[config.mk]
export PLATFORM = sky130hd
export DESIGN_NAME = xtsd_front
export DESIGN_NICKNAME = d
export VERILOG_FILES = /design/src/rtl/xtsd_pkg.sv /design/src/rtl/xtsd_front.sv
export SDC_FILE = /design/constraint.sdc
export NUM_CORES = 1
export LEC_CHECK = 0
export BUFFER_PORTS_ARGS = -buffer_cell sky130_fd_sc_hd__buf_2
export CELL_PAD_IN_SITES_DETAIL_PLACEMENT = 1
export CELL_PAD_IN_SITES_GLOBAL_PLACEMENT = 2
export CORE_AREA = 2 2 167 251
export CTS_CLUSTER_DIAMETER = 100
export DETAILED_ROUTE_END_ITERATION = 6
export DIE_AREA = 0 0 169 253
export GPL_ROUTABILITY_DRIVEN = 0
export GPL_TIMING_DRIVEN = 0
export HOLD_SLACK_MARGIN = 0.08
export PLACE_DENSITY = 0.77
export SYNTH_ARGS = -nofsm -noshare
export SYNTH_HDL_FRONTEND = slang
export SYNTH_SLANG_ARGS = --single-unit
[constraint.sdc]
create_clock -name clk -period 11.8 [get_ports clk]
set_clock_uncertainty 0.05 [all_clocks]
set_input_delay 0.59 -clock clk [delete_from_list [all_inputs] [get_ports clk]]
set_output_delay 0.59 -clock clk [all_outputs]
set_load 0.02 [all_outputs]
[src/rtl/xtsd_pkg.sv]
// shared types, tables and round functions for the xts sector decryptor
package xtsd_pkg;

    localparam int MAX_SECTOR_BLOCKS = 4096;
    localparam int LEN_W = $clog2(MAX_SECTOR_BLOCKS + 1);
    localparam int DONE_W = (MAX_SECTOR_BLOCKS > 1) ? $clog2(MAX_SECTOR_BLOCKS) : 1;
    localparam int ROUNDS = 10;

    localparam logic [2:0] REG_DATA_KEY_LO  = 3'd0;
    localparam logic [2:0] REG_DATA_KEY_HI  = 3'd1;
    localparam logic [2:0] REG_TWEAK_KEY_LO = 3'd2;
    localparam logic [2:0] REG_TWEAK_KEY_HI = 3'd3;
    localparam logic [2:0] REG_SECTOR_BLKS  = 3'd4;

    localparam logic [12:0] SECTOR_BLKS_RESET = 13'd1024;
    localparam logic [7:0] GF_POLY = 8'h87;
    localparam logic [7:0] AES_POLY = 8'h1b;

    typedef struct packed {
        logic [127:0] cipher;
        logic [63:0]  sector;
        logic         first;
        logic         last;
    } qent_t;

    localparam logic [7:0] SBOX [256] = '{
        8'h63,8'h7c,8'h77,8'h7b,8'hf2,8'h6b,8'h6f,8'hc5,8'h30,8'h01,8'h67,8'h2b,8'hfe,8'hd7,8'hab,8'h76,
        8'hca,8'h82,8'hc9,8'h7d,8'hfa,8'h59,8'h47,8'hf0,8'had,8'hd4,8'ha2,8'haf,8'h9c,8'ha4,8'h72,8'hc0,
        8'hb7,8'hfd,8'h93,8'h26,8'h36,8'h3f,8'hf7,8'hcc,8'h34,8'ha5,8'he5,8'hf1,8'h71,8'hd8,8'h31,8'h15,
        8'h04,8'hc7,8'h23,8'hc3,8'h18,8'h96,8'h05,8'h9a,8'h07,8'h12,8'h80,8'he2,8'heb,8'h27,8'hb2,8'h75,
        8'h09,8'h83,8'h2c,8'h1a,8'h1b,8'h6e,8'h5a,8'ha0,8'h52,8'h3b,8'hd6,8'hb3,8'h29,8'he3,8'h2f,8'h84,
        8'h53,8'hd1,8'h00,8'hed,8'h20,8'hfc,8'hb1,8'h5b,8'h6a,8'hcb,8'hbe,8'h39,8'h4a,8'h4c,8'h58,8'hcf,
        8'hd0,8'hef,8'haa,8'hfb,8'h43,8'h4d,8'h33,8'h85,8'h45,8'hf9,8'h02,8'h7f,8'h50,8'h3c,8'h9f,8'ha8,
        8'h51,8'ha3,8'h40,8'h8f,8'h92,8'h9d,8'h38,8'hf5,8'hbc,8'hb6,8'hda,8'h21,8'h10,8'hff,8'hf3,8'hd2,
        8'hcd,8'h0c,8'h13,8'hec,8'h5f,8'h97,8'h44,8'h17,8'hc4,8'ha7,8'h7e,8'h3d,8'h64,8'h5d,8'h19,8'h73,
        8'h60,8'h81,8'h4f,8'hdc,8'h22,8'h2a,8'h90,8'h88,8'h46,8'hee,8'hb8,8'h14,8'hde,8'h5e,8'h0b,8'hdb,
        8'he0,8'h32,8'h3a,8'h0a,8'h49,8'h06,8'h24,8'h5c,8'hc2,8'hd3,8'hac,8'h62,8'h91,8'h95,8'he4,8'h79,
        8'he7,8'hc8,8'h37,8'h6d,8'h8d,8'hd5,8'h4e,8'ha9,8'h6c,8'h56,8'hf4,8'hea,8'h65,8'h7a,8'hae,8'h08,
        8'hba,8'h78,8'h25,8'h2e,8'h1c,8'ha6,8'hb4,8'hc6,8'he8,8'hdd,8'h74,8'h1f,8'h4b,8'hbd,8'h8b,8'h8a,
        8'h70,8'h3e,8'hb5,8'h66,8'h48,8'h03,8'hf6,8'h0e,8'h61,8'h35,8'h57,8'hb9,8'h86,8'hc1,8'h1d,8'h9e,
        8'he1,8'hf8,8'h98,8'h11,8'h69,8'hd9,8'h8e,8'h94,8'h9b,8'h1e,8'h87,8'he9,8'hce,8'h55,8'h28,8'hdf,
        8'h8c,8'ha1,8'h89,8'h0d,8'hbf,8'he6,8'h42,8'h68,8'h41,8'h99,8'h2d,8'h0f,8'hb0,8'h54,8'hbb,8'h16
    };

    localparam logic [7:0] INV_SBOX [256] = '{
        8'h52,8'h09,8'h6a,8'hd5,8'h30,8'h36,8'ha5,8'h38,8'hbf,8'h40,8'ha3,8'h9e,8'h81,8'hf3,8'hd7,8'hfb,
        8'h7c,8'he3,8'h39,8'h82,8'h9b,8'h2f,8'hff,8'h87,8'h34,8'h8e,8'h43,8'h44,8'hc4,8'hde,8'he9,8'hcb,
        8'h54,8'h7b,8'h94,8'h32,8'ha6,8'hc2,8'h23,8'h3d,8'hee,8'h4c,8'h95,8'h0b,8'h42,8'hfa,8'hc3,8'h4e,
        8'h08,8'h2e,8'ha1,8'h66,8'h28,8'hd9,8'h24,8'hb2,8'h76,8'h5b,8'ha2,8'h49,8'h6d,8'h8b,8'hd1,8'h25,
        8'h72,8'hf8,8'hf6,8'h64,8'h86,8'h68,8'h98,8'h16,8'hd4,8'ha4,8'h5c,8'hcc,8'h5d,8'h65,8'hb6,8'h92,
        8'h6c,8'h70,8'h48,8'h50,8'hfd,8'hed,8'hb9,8'hda,8'h5e,8'h15,8'h46,8'h57,8'ha7,8'h8d,8'h9d,8'h84,
        8'h90,8'hd8,8'hab,8'h00,8'h8c,8'hbc,8'hd3,8'h0a,8'hf7,8'he4,8'h58,8'h05,8'hb8,8'hb3,8'h45,8'h06,
        8'hd0,8'h2c,8'h1e,8'h8f,8'hca,8'h3f,8'h0f,8'h02,8'hc1,8'haf,8'hbd,8'h03,8'h01,8'h13,8'h8a,8'h6b,
        8'h3a,8'h91,8'h11,8'h41,8'h4f,8'h67,8'hdc,8'hea,8'h97,8'hf2,8'hcf,8'hce,8'hf0,8'hb4,8'he6,8'h73,
        8'h96,8'hac,8'h74,8'h22,8'he7,8'had,8'h35,8'h85,8'he2,8'hf9,8'h37,8'he8,8'h1c,8'h75,8'hdf,8'h6e,
        8'h47,8'hf1,8'h1a,8'h71,8'h1d,8'h29,8'hc5,8'h89,8'h6f,8'hb7,8'h62,8'h0e,8'haa,8'h18,8'hbe,8'h1b,
        8'hfc,8'h56,8'h3e,8'h4b,8'hc6,8'hd2,8'h79,8'h20,8'h9a,8'hdb,8'hc0,8'hfe,8'h78,8'hcd,8'h5a,8'hf4,
        8'h1f,8'hdd,8'ha8,8'h33,8'h88,8'h07,8'hc7,8'h31,8'hb1,8'h12,8'h10,8'h59,8'h27,8'h80,8'hec,8'h5f,
        8'h60,8'h51,8'h7f,8'ha9,8'h19,8'hb5,8'h4a,8'h0d,8'h2d,8'he5,8'h7a,8'h9f,8'h93,8'hc9,8'h9c,8'hef,
        8'ha0,8'he0,8'h3b,8'h4d,8'hae,8'h2a,8'hf5,8'hb0,8'hc8,8'heb,8'hbb,8'h3c,8'h83,8'h53,8'h99,8'h61,
        8'h17,8'h2b,8'h04,8'h7e,8'hba,8'h77,8'hd6,8'h26,8'he1,8'h69,8'h14,8'h63,8'h55,8'h21,8'h0c,8'h7d
    };

    function automatic logic [7:0] xtime(input logic [7:0] a);
        xtime = {a[6:0], 1'b0} ^ (a[7] ? AES_POLY : 8'h00);
    endfunction

    function automatic logic [7:0] rcon(input logic [3:0] idx);
        logic [7:0] r;
        r = 8'h00;
        unique case (idx)
            4'd1:  r = 8'h01;
            4'd2:  r = 8'h02;
            4'd3:  r = 8'h04;
            4'd4:  r = 8'h08;
            4'd5:  r = 8'h10;
            4'd6:  r = 8'h20;
            4'd7:  r = 8'h40;
            4'd8:  r = 8'h80;
            4'd9:  r = 8'h1b;
            4'd10: r = 8'h36;
            default: r = 8'h00;
        endcase
        rcon = r;
    endfunction

    // next round key from the previous one; byte i sits in bits 8i+7:8i
    function automatic logic [127:0] key_step(input logic [127:0] k, input logic [7:0] rc);
        logic [31:0] t;
        logic [31:0] n0, n1, n2, n3;
        t = {SBOX[k[103:96]], SBOX[k[127:120]], SBOX[k[119:112]],
             SBOX[k[111:104]] ^ rc};
        n0 = k[31:0] ^ t;
        n1 = k[63:32] ^ n0;
        n2 = k[95:64] ^ n1;
        n3 = k[127:96] ^ n2;
        key_step = {n3, n2, n1, n0};
    endfunction

    function automatic logic [127:0] enc_round(input logic [127:0] s, input logic [127:0] rk,
                                               input logic final_rnd);
        logic [7:0] t [16];
        logic [7:0] a0, a1, a2, a3;
        logic [127:0] o;
        for (int r = 0; r < 4; r++)
            for (int c = 0; c < 4; c++)
                t[r + 4 * c] = SBOX[s[8 * (r + 4 * ((c + r) & 3)) +: 8]];
        for (int c = 0; c < 4; c++)
        begin
            a0 = t[4 * c];
            a1 = t[4 * c + 1];
            a2 = t[4 * c + 2];
            a3 = t[4 * c + 3];
            if (final_rnd)
                o[32 * c +: 32] = {a3, a2, a1, a0};
            else
            begin
                o[32 * c +: 8]      = xtime(a0) ^ xtime(a1) ^ a1 ^ a2 ^ a3;
                o[32 * c + 8 +: 8]  = a0 ^ xtime(a1) ^ xtime(a2) ^ a2 ^ a3;
                o[32 * c + 16 +: 8] = a0 ^ a1 ^ xtime(a2) ^ xtime(a3) ^ a3;
                o[32 * c + 24 +: 8] = xtime(a0) ^ a0 ^ a1 ^ a2 ^ xtime(a3);
            end
        end
        enc_round = o ^ rk;
    endfunction

    function automatic logic [7:0] inv_mix_byte(input logic [7:0] b0, input logic [7:0] b1,
                                                input logic [7:0] b2, input logic [7:0] b3);
        // b0*14 ^ b1*11 ^ b2*13 ^ b3*9
        logic [7:0] x2 [4];
        logic [7:0] x4 [4];
        logic [7:0] x8 [4];
        x2[0] = xtime(b0); x4[0] = xtime(x2[0]); x8[0] = xtime(x4[0]);
        x2[1] = xtime(b1); x4[1] = xtime(x2[1]); x8[1] = xtime(x4[1]);
        x2[2] = xtime(b2); x4[2] = xtime(x2[2]); x8[2] = xtime(x4[2]);
        x2[3] = xtime(b3); x4[3] = xtime(x2[3]); x8[3] = xtime(x4[3]);
        inv_mix_byte = (x8[0] ^ x4[0] ^ x2[0]) ^ (x8[1] ^ x2[1] ^ b1)
                     ^ (x8[2] ^ x4[2] ^ b2) ^ (x8[3] ^ b3);
    endfunction

    function automatic logic [127:0] dec_round(input logic [127:0] s, input logic [127:0] rk,
                                               input logic do_mix);
        logic [127:0] t;
        logic [7:0] a0, a1, a2, a3;
        logic [127:0] o;
        for (int r = 0; r < 4; r++)
            for (int c = 0; c < 4; c++)
                t[8 * (r + 4 * ((c + r) & 3)) +: 8] = INV_SBOX[s[8 * (r + 4 * c) +: 8]];
        t = t ^ rk;
        o = t;
        if (do_mix)
        begin
            for (int c = 0; c < 4; c++)
            begin
                a0 = t[32 * c +: 8];
                a1 = t[32 * c + 8 +: 8];
                a2 = t[32 * c + 16 +: 8];
                a3 = t[32 * c + 24 +: 8];
                o[32 * c +: 8]      = inv_mix_byte(a0, a1, a2, a3);
                o[32 * c + 8 +: 8]  = inv_mix_byte(a1, a2, a3, a0);
                o[32 * c + 16 +: 8] = inv_mix_byte(a2, a3, a0, a1);
                o[32 * c + 24 +: 8] = inv_mix_byte(a3, a0, a1, a2);
            end
        end
        dec_round = o;
    endfunction

    // multiply by x in GF(2^128), little-endian byte order
    function automatic logic [127:0] gf_double(input logic [127:0] t);
        gf_double = {t[126:0], 1'b0} ^ {120'd0, (t[127] ? GF_POLY : 8'h00)};
    endfunction

    function automatic logic [63:0] byte_swap64(input logic [63:0] v);
        logic [63:0] o;
        for (int i = 0; i < 8; i++)
            o[8 * i +: 8] = v[8 * (7 - i) +: 8];
        byte_swap64 = o;
    endfunction

endpackage

[src/rtl/xtsd_front.sv]
// input side: sector position tracking and a two-entry queue toward the cipher core
module xtsd_front
(
    input  logic                  clk,
    input  logic                  rst_n,
    input  logic                  in_valid,
    output logic                  in_ready,
    input  logic [191:0]          in_data,
    input  logic [12:0]           sector_blocks,
    input  logic                  hold,
    output logic                  q_valid,
    output xtsd_pkg::qent_t       q_data,
    input  logic                  q_pop
);

    xtsd_pkg::qent_t q_reg [2];
    logic [1:0]  cnt_reg;
    logic        wr_ptr_reg, rd_ptr_reg;
    logic [xtsd_pkg::DONE_W-1:0] done_reg;
    logic [xtsd_pkg::LEN_W-1:0]  len;
    logic [xtsd_pkg::LEN_W-1:0]  done_inc;
    logic        last;
    logic        push;
    xtsd_pkg::qent_t ent;

    always_comb
    begin
        if (sector_blocks == 13'd0)
            len = xtsd_pkg::LEN_W'(1);
        else if ({{(32-13){1'b0}}, sector_blocks} > 32'(xtsd_pkg::MAX_SECTOR_BLOCKS))
            len = xtsd_pkg::LEN_W'(xtsd_pkg::MAX_SECTOR_BLOCKS);
        else
            len = xtsd_pkg::LEN_W'(sector_blocks);
    end

    assign done_inc = xtsd_pkg::LEN_W'(done_reg) + xtsd_pkg::LEN_W'(1);
    assign last     = done_inc >= len;
    assign in_ready = (cnt_reg != 2'd2) && !hold;
    assign push     = in_valid && in_ready;

    assign ent.cipher = in_data[127:0];
    assign ent.sector = in_data[191:128];
    assign ent.first  = (done_reg == '0);
    assign ent.last   = last;

    always_ff @(posedge clk or negedge rst_n)
    begin
        if (!rst_n)
        begin
            cnt_reg    <= '0;
            wr_ptr_reg <= 1'b0;
            rd_ptr_reg <= 1'b0;
            done_reg   <= '0;
        end
        else
        begin
            if (push)
            begin
                wr_ptr_reg <= ~wr_ptr_reg;
                done_reg   <= last ? '0 : xtsd_pkg::DONE_W'(done_inc);
            end
            if (q_pop)
                rd_ptr_reg <= ~rd_ptr_reg;
            if (push && !q_pop)
                cnt_reg <= cnt_reg + 2'd1;
            else if (!push && q_pop)
                cnt_reg <= cnt_reg - 2'd1;
        end
    end

    always_ff @(posedge clk)
    begin
        if (push)
            q_reg[wr_ptr_reg] <= ent;
    end

    assign q_valid = (cnt_reg != 2'd0);
    assign q_data  = q_reg[rd_ptr_reg];

endmodule

# Yosys cells after proc, flatten, opt, wreduce, memory -nomap -nowiden
# Memory sizes are Yosys's and may differ from the RTL's.
# Cells that the tools add are included.
classes:
  addsub: 3
  n_mul: 0
  n_div: 0
  magnitude_cmp: 2
  eq_ne: 1
  shifts: 0
  muxes: 7
  n_bitwise: 2
  reduce_logical: 11
op_table:
  columns: ["cell", "n"]
  rows:
  - ["two-way mux 13 bit", 2]
  - ["adder 12 x 1 -> 13 bit (second input constant)", 1]
  - ["greater-or-equal comparator 13 bit", 1]
  - ["> comparator 13 bit (second input constant)", 1]
  - ["zero test 13 bit", 1]
  - ["zero test 12 bit", 1]
  - ["two-way mux 12 bit", 1]
  - ["logical AND 1 bit", 4]
  - ["two-way mux 2 bit", 2]
  - ["nonzero test 2 bit", 2]
  - ["zero test 1 bit", 3]
  - ["adder 2 x 1 -> 2 bit (second input constant)", 1]
  - ["two-way mux 1 bit", 2]
  - ["!= test 2 bit (second input constant)", 1]
  - ["inverter 1 bit", 2]
  - ["subtractor 2 x 1 -> 2 bit (second input constant)", 1]
totals:
  ff_bits: 16
  latchBits: 0
  ramBits: 388
  romBits: 0
  in_bits: 210
  output_inout_bits: 196
  elab_cells: 31
  memories: 1
mem_list:
  columns: ["name", "words", "word_bits", "read_ports", "rd_clocked_by_memory_dff", "wr", "line", "rtl"]
  rows:
  - ["q_reg", 2, 194, 1, 0, 1, "xtsd_front.sv:16", "xtsd_pkg::qent_t q_reg [2];"]

# Logic depth before layout (Yosys ltp)
# Gate-level depths: netlist of the first run.
depth:
  word_depth: 7
  ltp_mapped: 12
  mapped_depth_nobuf: 11

# Worst setup path after synthesis of the first run
# OpenSTA, ideal clock, no wires.
synth_path:
  path_type: "input -> register"
  start: "in hold"
  end: "mem q_reg[0][0] (netlist bit), enable pin"
  setup_time_ns: 0.752
  t_arrival_ns: 9.495
  required_ns: 10.998
  path_slack_ns: 1.502
  path_stages: 4
  path_buffers: 1
  path_cell_list: "a21oi_1 -> nand2_2 -> clkbuf_1 -> nor2_1"
synth_via:
  elab_chain_cells: 5
synth_rtl:
  columns: ["item", "line", "rtl"]
  rows:
  - ["from (decl)", "xtsd_front.sv:10", "input logic hold,"]
  - ["zero test 1 bit", "xtsd_front.sv:38", "assign in_ready = (cnt_reg != 2'd2) && !hold;"]
  - ["logical AND 1 bit", "xtsd_front.sv:38", null]
  - ["logical AND 1 bit", "xtsd_front.sv:39", "assign push = in_valid && in_ready;"]
  - ["two-way mux 1 bit", "xtsd_front.sv:73", "if (push)"]
  - ["two-way mux 1 bit (implied by the code)", "xtsd_front.sv:74", "q_reg[wr_ptr_reg] <= ent;"]
  - ["to (decl)", "xtsd_front.sv:16", null]
# No other way between the ends.

==> qor.csv, run 1 <==
stage,metric,value,unit
clocking,Clock transition at path regs,60,ps
route,vias post-DR,8446,
global_routing,initial antenna violation count,11,
floorplan,Core Area,40800,sq um
timing,worst slew pin tran,822,ps
clocking,buffer depth of the longest clock path,3,
setup_path,worst endpoint required time,11160,ps
route,DRT Pass-1 Iters,4,
final_layout,most frequent cells in the layout,"buf_2 (423), edfxtp_1 (388), mux2_2 (194), clkbuf_16 (41), nand2_1 (35)",
yosys,Synth Warn #,0,
timing,Fmax,0.303,GHz
yosys,Mapped Area,15200,sq um
floorplan,std cell rows,91,
global_routing,largest net degree at the start of global routing,32,
yosys,mux share of post-synthesis cell area,0.143,
global_routing,first-pass GRT wire length,55600,um
power,Pleak,7.27,nW
yosys,xor/xnor share of the synthesized area,0.00804,
clocking,Skew-Pair Late Insertion Delay,530,ps
power,Flop pwr share,0.415,
global_routing,vias in the first global route,9443,
final_layout,Fillers,4029,
power,Clock Power Share,0.263,
yosys,register bit total from synthesis,404,
timing,Final WS setup,8500,ps
timing,pins over their slew limit,0,
route,final WL,38200,um
yosys,"Seq/Total Area, Yosys",0.790,
hold_path,worst min path class,input pin to flip-flop,
clocking,Post-CTS Setup Repair Bufs,0,
yosys,complex-gate fraction of the synthesized area,0.0106,
setup_path,Setup crit end kind,output port,
route,via-per-instance ratio,4.76,
placed_design,Post-DP HPWL,28200,um
setup_path,critical path data arrival time,2660,ps
final_layout,Final #Nets,1450,
global_routing,overall overflow remaining after global route,0,
timing,RSZ-0062 raised after global routing,false,
power,Comb power frac,0.323,
floorplan,Die Ht,253,um
floorplan,initial core utilization,0.374,
setup_path,startpoint types,flip-flop,
clocking,Sink Count,404,
route,Remaining DRCs,0,
yosys,Synthesized Nets,989,
power,maximum vdd drop,0.000133,V
timing,Final period util,0.279,
placed_design,I/O Buffers,405,
timing,"Setup violations, final",0,
route,ANT nets after route,0,
clocking,CTS tree,done,
yosys,Syn Inst Count,763,
route,WL per Instance,21.5,um
final_layout,synthesis-to-finish area growth,27.2,%
floorplan,total I/O pin count,406,
timing,TNS Setup,0,ps
power,P_int,3.00,mW
floorplan,Die X,169,um
timing,Max-slew headroom,0.451,
final_layout,Largest register FFs,388,
power,P per Cell Area,229,nW/um^2
placed_design,pre-CTS setup slack,8340,ps
timing,Final Hold Viols,0,
floorplan,Die Area,42800,sq um
route,First DRT Iteration DRCs,335,
power,switch share,0.326,
power,P_sw,1.45,mW
global_routing,GR Util All Layers,0.174,
yosys,syn avg cell area,20.0,sq um
final_layout,fraction of layout instances using a drive strength above 1,0.552,
clocking,htree depth,2,
yosys,largest family of logic cells by synthesized area,multiplexers,
yosys,Netlist cell types,35,
clocking,CTS Root Cell,clkbuf_16,
setup_path,Crit Path Category,flip-flop to output port,
yosys,adder-cell share of the synthesized area,0.0131,
yosys,post-synthesis simple-gate area fraction,0.0226,
setup_path,Crit Path Max Fanout,10,
final_layout,"most common cell after layout, fill and taps aside",buf_2,
run,Max Cap Viol,0,
timing,fin crit period,3300,ps
run_status,status,"complete, no violations",
clocking,CTS buffer count,40,
## path summary, 6_finish.rpt
check / to / startpoint / cells after the start / slack, ps
worst max register to register: done_reg[9]$_DFFE_PN0P_ / done_reg[0]$_DFFE_PN0P_ / 11 / 8670
max in group asynchronous: cnt_reg[1]$_DFFE_PN0P_ / rst_n / 2 / 10910
worst min-delay path: q_reg[0][77]$_DFFE_PP_ / in_data[11] / 1 / 190
worst min register to register: cnt_reg[1]$_DFFE_PN0P_ / cnt_reg[1]$_DFFE_PN0P_ / 1 / 460
worst max-delay path: q_data[91] / rd_ptr_reg$_DFFE_PN0P_ / 5 / 8500
min in group asynchronous: done_reg[9]$_DFFE_PN0P_ / rst_n / 2 / 480
## area by class of cell
type	instances	area [sq um]	area share
buffer	26	131	0.00677
antenna	11	27.5	0.00142
clock buffer	50	1060	0.0546
clock inverter	19	111	0.00574
tap	511	639	0.0330
inverter	14	52.6	0.00271
multi-input combinational	319	3030	0.156
timing repair buffer	419	2300	0.118
sequential	404	12100	0.621
## through the flow
step / utilization / power [mW] / area [sq um] / std cells / hold slack, ps
global route: 0.476 / 4.65 / 19400 / 1773 / 172
CTS: 0.475 / 4.53 / 19400 / 1762 / 162
global placement: 0.440 / 3.38 / 17900 / 1679 / 444
finish: 0.476 / 4.45 / 19400 / 1773 / 195
floorplan: - / 2.85 / 15200 / 763 / 244
detailed placement: 0.446 / 3.34 / 18200 / 1692 / 438
## power by group through the flow
| stage | sequential, mW | combinational (mW) | clock [mW] |
|---|---|---|---|
| 2_1_floorplan | 1.91 | 0.936 | 0 |
| 3_3_place_gp | 1.97 | 1.42 | 0 |
| 3_5_place_dp | 1.88 | 1.47 | 0 |
| 4_1_cts | 1.85 | 1.48 | 1.21 |
| 5_1_grt | 1.86 | 1.54 | 1.25 |
| 6_report | 1.85 | 1.44 | 1.17 |
## kinds of logic (layout without fill, tap and decap cells)
logic type / count (synthesis) / count (layout)
flops: 404 / 404
compound gates: 24 / 24
mux: 194 / 194
other cells: 0 / 11
simple gates: 71 / 71
buf+inv: 40 / 528
fa+ha+maj: 16 / 16
xor+xnor: 14 / 14
## layer usage
metal,vias to the layer above,track usage,wire length [um]
met4,0,0.0852,1670
met3,80,0.0394,2110
met1,4198,0.170,12500
met5,-,0,0
li1,3910,-,-
met2,258,0.341,21800
## cells in the mapped netlist
cell type	number	area (sq um)
a21boi_1	1	7.51
or2_2	1	6.26
o22ai_1	2	12.5
buf_6	1	11.3
ha_1	16	200
o32ai_1	1	8.76
xnor2_1	10	87.6
a21oi_1	5	25.0
mux2_2	194	2180
xor2_1	4	35.0
nand2_2	1	6.26
nor3_1	4	20.0
nor2b_1	2	12.5
a41oi_1	2	17.5
clkbuf_1	6	22.5
nand3_1	6	30.0
buf_4	1	7.51
o31ai_1	2	15.0
nand4_2	1	12.5
a31oi_1	1	6.26
nor4b_1	1	8.76
nand3_2	2	20.0
nand2_1	35	131
nor2_1	8	30.0
and3_1	1	6.26
dfrtp_1	16	400
o31ai_2	2	25.0
o21ai_0	7	35.0
nand4_1	3	18.8
a21oi_2	1	8.76
nor4_1	4	25.0
edfxtp_1	388	11700
inv_1	14	52.6
buf_2	18	90.1
and4_1	2	17.5
## worst max-delay path: stages, from the launching register on
cell and delay, ps:
dfrtp_1 320, clkbuf_1 190, clkbuf_1 620, buf_2 410
mux2_2 400, buf_2 180
## what timing repair did
item,CTS,global route
hold buffers,1,0
endpoints found under the setup margin,0,0
hold endpoints to repair,16,0
resized for setup,0,0
Note: power is estimated with default switching activity, not from simulation.
==> inputs of run 2 (changes only) <==
CORE_AREA = 2 2 176 265   (was 2 2 167 251)
DIE_AREA = 0 0 178 267   (was 0 0 169 253)
PLACE_DENSITY = 0.73   (was 0.77)
clock period = 2.8 ns   (was 11.8 ns; I/O delays follow)
==> qor.csv, run 2 (synthesized netlist as in run 1, its figures left out) <==
stage,metric,value,unit
clocking,CTS buffer count,40,
power,maximum vdd drop,0.000451,V
final_layout,fraction of layout instances using a drive strength above 1,0.504,
setup_path,critical path data arrival time,3040,ps
placed_design,I/O Buffers,405,
power,Pleak,8.29,nW
route,WL per Instance,20.4,um
power,P_sw,6.37,mW
route,DRT Pass-1 Iters,4,
run,Max Cap Viol,0,
global_routing,vias in the first global route,10812,
final_layout,post-layout util,0.482,
setup_path,startpoint types,flip-flop,
timing,worst slew pin tran,825,ps
timing,Final period util,0.945,
timing,Final WS setup,154,ps
placed_design,pre-CTS setup slack,-390,ps
timing,fin crit period,2650,ps
floorplan,total I/O pin count,406,
global_routing,largest net degree at the start of global routing,32,
final_layout,synthesis-to-finish area growth,43.2,%
setup_path,"Critical Path, Cell by Cell",and3_4 > nand3_2 > nor2b_2 > xnor2_1 > inv_1 > ha_1 > nand4_2 > nor3_1 > nor3_2 > nand3_2 > buf_6 > o31ai_2,
power,Clock Power Share,0.271,
placed_design,Post-DP HPWL,29000,um
timing,Final Hold Viols,0,
floorplan,initial core utilization,0.337,
timing,"Setup violations, final",0,
final_layout,Final #Nets,1655,
global_routing,initial antenna violation count,5,
route,Remaining DRCs,0,
power,switch share,0.324,
clocking,buffer depth of the longest clock path,3,
floorplan,std cell rows,96,
clocking,Sink Count,404,
clocking,CTS Root Cell,clkbuf_16,
setup_path,CP peak stage delay,430,ps
final_layout,most frequent cells in the layout,"buf_2 (422), edfxtp_1 (388), dlygate4sd3_1 (197), mux2_2 (194), clkbuf_16 (42)",
timing,pins over their slew limit,0,
hold_path,worst min path class,input pin to flip-flop,
floorplan,Die Area,47500,sq um
global_routing,first-pass GRT wire length,62100,um
route,ANT nets after route,0,
global_routing,overall overflow remaining after global route,0,
run_status,status,"complete, no violations",
power,Comb power frac,0.332,
final_layout,Largest register FFs,388,
clocking,Skew-Pair Late Insertion Delay,530,ps
setup_path,"delay-heaviest family, CP",simple AND/OR/NAND/NOR gates,
setup_path,Setup crit end kind,flip-flop,
clocking,Clock transition at path regs,60,ps
route,First DRT Iteration DRCs,364,
final_layout,Fillers,4485,
global_routing,GR Util All Layers,0.174,
floorplan,Die Ht,267,um
setup_path,WP buf/inv,2,
route,vias post-DR,9416,
setup_path,Crit Path Max Fanout,11,
setup_path,Critical Path Slowest Stage Cell,dfrtp_2,
route,via-per-instance ratio,4.59,
timing,Hold Worst Slack,211,ps
route,final WL,41800,um
power,Flop pwr share,0.397,
setup_path,Crit Path Category,flip-flop to flip-flop,
power,P_int,13.3,mW
timing,Fmax,0.378,GHz
final_layout,"most common cell after layout, fill and taps aside",buf_2,
floorplan,Core Area,45300,sq um
clocking,CTS tree,done,
floorplan,Die X,178,um
power,P per Cell Area,900,nW/um^2
clocking,htree depth,2,
setup_path,worst endpoint required time,3200,ps
timing,Max-slew headroom,0.448,
setup_path,CP most frequent cell,nand3_2,
## run 2: area by class of cell
cell class	count	area, sq um	area share
Sequential cell	404	12100	0.552
Inverter	14	52.6	0.00241
Clock buffer	54	1150	0.0525
Antenna cell	4	10.0	0.000459
Multi-Input combinational cell	319	3100	0.142
Clock inverter	19	161	0.00739
Buffer	25	144	0.00659
Timing Repair Buffer	625	4420	0.202
Tap cell	588	736	0.0337
## run 2: path summary, 6_finish.rpt
| kind | start | to | slack [ps] | cells past startpoint |
|---|---|---|---|---|
| worst max register to register | done_reg[3]$_DFFE_PN0P_ | done_reg[9]$_DFFE_PN0P_ | 150 | 12 |
| max in group asynchronous | rst_n | done_reg[3]$_DFFE_PN0P_ | 1370 | 3 |
| worst min register to register | cnt_reg[1]$_DFFE_PN0P_ | cnt_reg[1]$_DFFE_PN0P_ | 500 | 1 |
| worst min-delay path | sector_blocks[4] | done_reg[11]$_DFFE_PN0P_ | 210 | 6 |
| worst max-delay path | done_reg[3]$_DFFE_PN0P_ | done_reg[9]$_DFFE_PN0P_ | 150 | 12 |
| min in group asynchronous | rst_n | done_reg[10]$_DFFE_PN0P_ | 760 | 3 |
## run 2: layer usage
metal	wire (um)	part of all wire	GRT usage
met3	2080	0.050	0.0342
met2	23800	0.57	0.338
met4	2060	0.049	0.0871
met5	13	0.00031	0
met1	13900	0.33	0.171
## run 2: power by group through the flow
stage / combinational [mW] / sequential (mW) / clock, mW
CTS: 6.57 / 7.78 / 5.50
finish: 6.52 / 7.80 / 5.32
floorplan: 3.97 / 7.89 / 0
global placement: 6.01 / 7.99 / 0
detailed placement: 6.29 / 7.90 / 0
global route: 6.98 / 7.88 / 5.67
## run 2: through the flow
step / setup TNS [ps] / total power, mW / area (sq um) / std cells
detailed placement: -4630 / 14.2 / 18400 / 1772
CTS: -3.69 / 19.8 / 21700 / 2042
global placement: -1320330 / 14.0 / 18100 / 1756
finish: 0 / 19.6 / 21800 / 2052
floorplan: -590640 / 11.9 / 15300 / 763
global route: -1.79 / 20.5 / 21800 / 2052
## run 2: repair_timing
item | 4_1_cts | 5_1_grt
endpoints found under the setup margin | 114 | 201
hold buffers | 197 | 0
setup buffers | 0 | 7
pin swaps | 0 | 3
gates resized for setup | 10 | 16
endpoints found under the hold margin | 408 | 0
## run 2: tightest hold or removal path: cells and delay by family
kind / cells / cell delay [ps]
adders and majority gates: 1 / 150
AOI/OAI and AO/OA: 2 / 180
and+or+nand+nor: 2 / 170
buffers and inverters: 1 / 110
==> inputs of run 3 (changes only) <==
BUFFER_PORTS_ARGS = default   (was -buffer_cell sky130_fd_sc_hd__buf_2)
CORE_AREA = 2 2 165 248   (was 2 2 176 265)
DIE_AREA = 0 0 167 250   (was 0 0 178 267)
DONT_BUFFER_PORTS = 1   (was default)
PLACE_DENSITY = 0.69   (was 0.73)
==> qor.csv, run 3 (synthesized netlist as in run 1, its figures left out) <==
stage,metric,value,unit
run_status,status,"complete, no violations",
final_layout,Final #Nets,1250,
global_routing,largest net degree at the start of global routing,32,
setup_path,Crit Path Category,flip-flop to flip-flop,
timing,Hold Worst Slack,85.4,ps
setup_path,Critical Path Slowest Stage Cell,nor2_4,
placed_design,Post-DP HPWL,26100,um
clocking,htree depth,2,
floorplan,Die X,167,um
power,P per Cell Area,945,nW/um^2
global_routing,initial antenna violation count,3,
clocking,CTS tree,done,
timing,RSZ-0062 raised after global routing,true,
route,First DRT Iteration DRCs,429,
setup_path,"Critical Path, Cell by Cell",inv_2 > a21oi_4 > nand2_4 > clkbuf_8 > nor2_4 > buf_12 > buf_12,
timing,"Setup violations, final",0,
setup_path,worst endpoint required time,2980,ps
route,met1 wire length,12600,um
timing,Fmax,0.378,GHz
route,Top Metal Used,met4,
final_layout,"most common cell after layout, fill and taps aside",edfxtp_1,
floorplan,initial core utilization,0.384,
power,Pleak,6.63,nW
global_routing,first-pass GRT wire length,55700,um
timing,Final period util,0.944,
timing,pins over their slew limit,0,
placed_design,I/O Buffers,0,
timing,fin crit period,2640,ps
power,maximum vdd drop,0.000600,V
setup_path,CP most frequent cell,buf_12,
final_layout,Largest register FFs,388,
route,metal3 WL,2230,um
final_layout,fraction of layout instances using a drive strength above 1,0.307,
clocking,CTS buffer count,40,
setup_path,startpoint types,flip-flop,
timing,Max-slew headroom,0.435,
route,Remaining DRCs,0,
floorplan,total I/O pin count,406,
floorplan,std cell rows,90,
setup_path,Crit Path Max Fanout,28,
timing,worst slew pin tran,848,ps
global_routing,GR Util All Layers,0.178,
route,WL per Instance,24.4,um
setup_path,CP peak stage delay,580,ps
clocking,Sink Count,404,
timing,Final Hold Viols,0,
route,vias post-DR,7874,
setup_path,critical path data arrival time,2820,ps
floorplan,Die Ht,250,um
final_layout,most frequent cells in the layout,"edfxtp_1 (388), dlygate4sd3_1 (196), mux2_2 (194), clkbuf_16 (41), nand2_1 (35)",
setup_path,R2R cell count,7,
final_layout,synthesis-to-finish area growth,28.7,%
floorplan,Die Area,41800,sq um
final_layout,Fillers,3663,
floorplan,Core Area,39800,sq um
route,met2 WL,21600,um
hold_path,Hold Path Stages,5,
clocking,Clock transition at path regs,60,ps
route,via-per-instance ratio,5.04,
route,final WL,38100,um
route,DRT Pass-1 Iters,4,
clocking,buffer depth of the longest clock path,3,
global_routing,vias in the first global route,8819,
hold_path,worst min path class,input pin to flip-flop,
route,ANT nets after route,0,
global_routing,overall overflow remaining after global route,0,
clocking,Skew-Pair Late Insertion Delay,530,ps
setup_path,Setup crit end kind,flip-flop,
run,Max Cap Viol,0,
timing,TNS Setup,0,ps
clocking,CTS Root Cell,clkbuf_16,
## run 3: cell types whose count changed in the layout (fill, tap and decap cells not counted), sizes merged
cell         change
buf            -407
inv              +1
bufinv           +1
clkinvlp         +1
nor2             +2
dlygate4sd3      -1
clkinv           +3
clkbuf           -6
diode            -1
## run 3: worst paths after layout
check / start / end / slack [ps]
worst min register to register: cnt_reg[1]$_DFFE_PN0P_ / cnt_reg[1]$_DFFE_PN0P_ / 500
max in group asynchronous: rst_n / done_reg[3]$_DFFE_PN0P_ / 2010
min in group asynchronous: rst_n / done_reg[8]$_DFFE_PN0P_ / 100
worst max-delay path: cnt_reg[0]$_DFFE_PN0P_ / q_reg[1][178]$_DFFE_PP_ / 160
worst max register to register: cnt_reg[0]$_DFFE_PN0P_ / q_reg[1][178]$_DFFE_PP_ / 160
worst min-delay path: sector_blocks[4] / done_reg[7]$_DFFE_PN0P_ / 90
## run 3: final cells by class
cell class	instances	area [sq um]	area share
flip-flops and latches	404	12100	0.614
repair buffers	217	2340	0.119
inverters	14	52.6	0.00268
clock inverters	25	213	0.0108
multi-input cells	321	3130	0.159
diodes	3	7.51	0.000383
well taps	506	633	0.0323
clock buffers	47	1050	0.0534
plain buffers	26	143	0.00727
## run 3: where the power goes
group	leakage, nW	switching [mW]	internal [mW]
clock	0.609	2.25	2.97
sequential	3.74	0.263	7.52
combinational	2.28	3.58	1.96
## run 3: critical path: cells and delay by family, from the launching register on
family,cells,cell delay [ps]
buf+inv,4,810
simple gates,2,740
flops,1,440
compound gates,1,270
## run 3: metal layers
layer | track usage | vias up
met2 | 0.343 | 293
met4 | 0.0837 | 0
met5 | 0 | -
met1 | 0.177 | 3976
met3 | 0.0422 | 94
li1 | - | 3511
## run 3: repair_timing
action,4_1_cts,5_1_grt
setup buffers,2,5
pin swaps,3,2
hold endpoints to repair,416,0
setup endpoints to repair,201,15
hold buffers,197,0
gates cloned,2,0
gates resized for setup,11,13
## run 3: through the flow
step                      area (sq um)  power [mW]   util  cells  worst slack (ps)
after floorplan                  15300        11.9      -    763             -1530
after global placement           15900        13.0  0.401   1269             -3350
after detailed placement         16200        13.1  0.409   1283              -468
after CTS                        19500        18.7  0.492   1556              7.97
after global routing             19600        19.3  0.494   1563             -47.4
final                            19600        18.6  0.494   1563               156
